**src/rtl/ohle_pkg.sv**
```systemverilog
// Shared types and codes for the ordered handle list engine.
// Holds action and status codes, stream field layout and control structs.
// Used by ohle_ctrl, ohle_dpath and ordered_handle_list_engine.
package ohle_pkg;

  // Action codes
  localparam logic [2:0] ACT_APPEND  = 3'd0;
  localparam logic [2:0] ACT_PREPEND = 3'd1;
  localparam logic [2:0] ACT_DELETE  = 3'd2;
  localparam logic [2:0] ACT_FIND    = 3'd3;
  localparam logic [2:0] ACT_REMOVE  = 3'd4;
  localparam logic [2:0] ACT_CLEAR   = 3'd5;
  localparam logic [2:0] ACT_READ    = 3'd6;

  // Status codes
  localparam logic [1:0] ST_OK       = 2'd0;
  localparam logic [1:0] ST_FULL     = 2'd1;
  localparam logic [1:0] ST_RANGE    = 2'd2;
  localparam logic [1:0] ST_NOTFOUND = 2'd3;

  // Stream widths
  localparam int IN_TDATA_W  = 32;
  localparam int OUT_TDATA_W = 56;

  // Controller to datapath commands
  typedef struct packed {
    logic start;   // capture request and set up the walk
    logic step;    // advance the walk by one entry
    logic finish;  // commit length and load the result register
  } ohle_cmd_t;

  // Datapath to controller status
  typedef struct packed {
    logic busy;      // reads still to issue or in flight
    logic out_free;  // result register can take a new result
  } ohle_stat_t;

endpackage

```
**src/rtl/ohle_ctrl.sv**
```systemverilog
// Controller state machine for the ordered handle list engine.
// Sequences accept, walk and result phases; depends on ohle_pkg.
module ohle_ctrl
  import ohle_pkg::*;
(
  input  logic       clk,
  input  logic       rst,
  input  logic       s_tvalid,
  output logic       s_tready,
  input  ohle_stat_t stat,
  output ohle_cmd_t  cmd
);

  localparam logic [1:0] S_IDLE = 2'd0;
  localparam logic [1:0] S_SCAN = 2'd1;
  localparam logic [1:0] S_DONE = 2'd2;

  logic [1:0] state;
  logic [1:0] state_next;

  // Decode commands and next state
  always_comb begin
    state_next = state;
    cmd        = '0;
    s_tready   = 1'b0;
    case (state)
      S_IDLE: begin
        s_tready = 1'b1;
        if (s_tvalid) begin
          cmd.start  = 1'b1;
          state_next = S_SCAN;
        end
      end
      S_SCAN: begin
        cmd.step = 1'b1;
        if (!stat.busy) begin
          state_next = S_DONE;
        end
      end
      S_DONE: begin
        if (stat.out_free) begin
          cmd.finish = 1'b1;
          state_next = S_IDLE;
        end
      end
      default: begin
        state_next = S_IDLE;
      end
    endcase
  end

  // Hold state
  always_ff @(posedge clk) begin
    if (rst) begin
      state <= S_IDLE;
    end else begin
      state <= state_next;
    end
  end

endmodule

```
**config.mk**
```make
export PLATFORM = sky130hd
export DESIGN_NAME = ohle_ctrl
export DESIGN_NICKNAME = d
export VERILOG_FILES = /design/src/rtl/ohle_pkg.sv /design/src/rtl/ohle_ctrl.sv
export SDC_FILE = /design/constraint.sdc
export NUM_CORES = 1
export LEC_CHECK = 0
export ABC_CLOCK_PERIOD_IN_PS = 800
export BUFFER_PORTS_ARGS = -buffer_cell sky130_fd_sc_hd__clkbuf_2
export CELL_PAD_IN_SITES_DETAIL_PLACEMENT = 2
export CELL_PAD_IN_SITES_GLOBAL_PLACEMENT = 2
export CORE_AREA = 2 2 39 41
export CTS_BUF_LIST = sky130_fd_sc_hd__clkbuf_4
export DETAILED_ROUTE_END_ITERATION = 6
export DIE_AREA = 0 0 41 43
export PLACE_DENSITY = 0.39
export SETUP_SLACK_MARGIN = 0.15
export SLEW_MARGIN = 40
export SYNTH_ARGS = -nofsm -noshare
export SYNTH_HDL_FRONTEND = slang
export SYNTH_SLANG_ARGS = --single-unit
```
**constraint.sdc**
```tcl
create_clock -name clk -period 0.8 [get_ports clk]
set_input_delay 0.08 -clock clk [delete_from_list [all_inputs] [get_ports clk]]
set_output_delay 0.08 -clock clk [all_outputs]
set_load 0.02 [all_outputs]
```
After elaboration in Yosys (flattened, before gate mapping)
Cells that the tools add are included.
{"block": "classes", "eq_ne": 5, "n_mux": 10, "reduce_logical": 2}
{"cell": "1-bit two-way mux", "n": 6}
{"cell": "2-bit two-way mux", "n": 3}
{"cell": "2-bit inequality test (second input constant)", "n": 3}
{"cell": "2-bit case mux with 3 select lines", "n": 1}
{"cell": "3-bit AND reduction", "n": 1}
{"cell": "2-bit by 1-bit == test with 1-bit output (second input constant)", "n": 1}
{"cell": "2-bit == test (second input constant)", "n": 1}
{"cell": "2-bit logical NOT", "n": 1}
{"block": "word_totals", "ff_bits": 2, "input_bits": 5, "output_inout_bits": 4, "wordCells": 18}

Longest topological paths before layout
{"block": "depth", "ltp_word": 3, "depth_mapped": 2, "ltp_nobuf": 2}

Worst setup path before layout
OpenSTA, ideal clock, no wires.
{"block": "synth_path", "kind": "flip-flop to output port", "startpoint": "register state[0]", "endpoint": "output port cmd[2] in the netlist's numbering", "arrival_ns": 0.959, "required_time_ns": 0.720, "path_slack_ns": -0.239, "stages_incl_launch_ff": 3, "path_buffers": 0, "path_cell_list": "dfxtp_1 nor2_1 and2_1"}
{"item": "from (decl)", "line": "ohle_ctrl.sv:18", "text": "logic [1:0] state;"}
{"item": "from (signal assigned)", "line": "ohle_ctrl.sv:57", "text": "state <= state_next;"}
{"item": "to (decl)", "line": "ohle_ctrl.sv:11", "text": "output ohle_cmd_t cmd"}

==> metrics.cfg <==
[status]
status = finished with violations
violations = setup timing

[clocking]
cts_max_level = 1
cts_tree = done
clk_path_buf_depth = 2
insertion_delay_ps = 230
cts_inserted_buffers = 3
clock-sinks = 2
cts_root_buf = clkbuf_4
path_clk_slew_ps = 40

[detailed_routing]
wl_per_cell_um = 9.67
vias = 143
first_pass_iters = 2
drc = 0
wl_um = 416
drt-initial-drc-count = 1
vias_per_cell = 3.33
ant_nets = 0

[sta]
setup_viol = 6
setup_slack_ps = -212
holdWs_ps = 77.2
drv_slew = 0
hold_viol = 0
timing.final.crit_share = 1.26
grt_setup_unrepaired = true
fin_worst_skew_ps = 10.2
max_freq_mhz = 988
max_slew.worst_pin.slew_ps = 179
fin_crit_ps = 1010
slew_headroom = 0.880

[power_and_ir_drop]
pwr-share-clk = 0.520
switchingPower_mw = 0.132
p_total_mw = 0.541
swShare = 0.245
p_leak_nw = 0.136
powerDensity_nw_per_um2 = 1800
p_seq_frac = 0.217
combPwrFrac = 0.263
p_int_mw = 0.409
vdd_drop_max_mv = 0.698

[yosys]
synth_cell_types = 9
yosys_warnings = 0
synthTopCellsByArea = dfxtp_1 37%, nor4b_2 14%, nor2_1 10%
synth_ff_type = dfxtp_1
synth.most_common_cell = nor2_1
syn-num-nets = 17
syn_area_um2 = 108
ys_seq_area_frac = 0.372
synth_edf_count = 0
synth_top_area_frac = 0.372
avgSynthCellArea_um2 = 8.97
yosys-top-cells-count = 3 x nor2_1, 2 x dfxtp_1
syn_inst = 12
ys_seq_elements = 2
yosys.area.top_type = dfxtp_1
async_flop_share = 0

[finish]
fin_nets = 33
reg.largest.list = state (2)
diodes = 0
register_area_um2 = 47.5
nFillCells = 162
multi_input_area_um2 = 101
largest_register = state
largest_reg_flops = 2
drive_above_1_share = 0.852
synthToLayoutAreaGrowth_pct = 179
final_util = 0.217

[critical_path]
reg2reg_from = state[0]
crit_path_start_kind = flip-flop
timing.rr.end = state[1]
regToRegSetupSlack_ps = -50
setup.worst_path.start = state[0]
critPathKind = reg -> out
crit_required_ps = 720
endpoint_kind = output pin
endpoint = cmd[0]
critPathMaxFanout = 4
worstPathArrival_ps = 930
worstRegToRegCells = 3

[floorplanning]
dieWidth_um = 41
die_y_um = 43
io_pins = 9
dieArea_um2 = 1760
initial_core_util = 0.0778
rows = 14
coreArea_um2 = 1380

[global_routing]
antenna_found_initial = 0
grtUsageTotal = 0.0611
grt_pass1_wl_um = 662
grt_overflow = 0
grt_start_max_net_pins = 6
grt_pass1_vias = 164

[worst_hold_path]
min_path_type = in -> reg

[placement]
gp_congestion = 0.597
numPortBuffers = 8

[flow_run]
max_cap_violations = 0

layout by cell type (no fill, tap or decap):
cell,count
nor2_1,1
a21o_1,1
buf_4,2
clkbuf_8,1
nor2_4,2
nand2_2,1
nor3_1,1
nor4b_4,1
mux2i_1,1
clkbuf_4,4
and2_4,1
buf_6,2
clkbuf_2,4
dfxtp_4,2
nor2b_4,1
buf_8,2
worst max-delay path, cell delays in order (launching register included):
cell	delay (ps)
dfxtp_4	350
buf_4	140
nor2_4	90
buf_6	120
kinds of logic (layout without fill, tap and decap cells):
logic type	after synthesis	count (layout)	synth area share
AOI/OAI and AO/OA	1	1	0.0698
buffers and inverters	0	15	0
DFF	2	2	0.372
muxes	1	1	0.0930
and+or+nand+nor	8	8	0.465
how the worst min path moves through the flow:
stage	endpoint	start	slack (ps)	cells past startpoint
after floorplan	state[0]	rst	150	1
after global placement	state[0]	rst	300	2
after detailed placement	state[0]	rst	290	2
after CTS	state[0]	rst	50	2
after global routing	state[0]	rst	90	2
final	state[0]	rst	80	2
cell type report:
cell class                      instances  share of cell area
Sequential cell                         2               0.158
Tap cell                               16              0.0667
Timing Repair Buffer                   11               0.337
Clock buffer                            4               0.100
Multi-Input combinational cell         10               0.337
repair_timing:
item / 4_1_cts / 5_1_grt
hold endpoints to repair: 0 / 0
buffers inserted: 2 / 1
hold buffers: 0 / 0
pin swaps: 0 / 3
gates resized for setup: 9 / 6
setup endpoints to repair: 6 / 6
power by group through the flow:
stage | combinational [mW] | sequential, mW | clock, mW
finish | 0.142 | 0.117 | 0.281
global route | 0.153 | 0.119 | 0.313
CTS | 0.124 | 0.120 | 0.295
detailed placement | 0.0835 | 0.125 | 0
global placement | 0.0820 | 0.124 | 0
floorplan | 0.0519 | 0.121 | 0
per-layer routing:
| metal | GRT usage | part of all wire |
|---|---|---|
| met4 | 0.0200 | 0 |
| met1 | 0.0573 | 0.42 |
| met5 | 0 | 0 |
| met2 | 0.0875 | 0.48 |
| met3 | 0.0628 | 0.094 |
through the flow:
step / TNS (ps) / setup WS [ps] / cells / cell area [um^2]
floorplan: 0 / 9.04 / 12 / 135
global placement: -53.9 / -21.1 / 36 / 195
detailed placement: -117 / -58.9 / 36 / 195
CTS: -1110 / -246 / 42 / 275
global route: -1140 / -265 / 43 / 300
finish: -861 / -212 / 43 / 300
No activity file was read; power rests on OpenSTA's default activity.
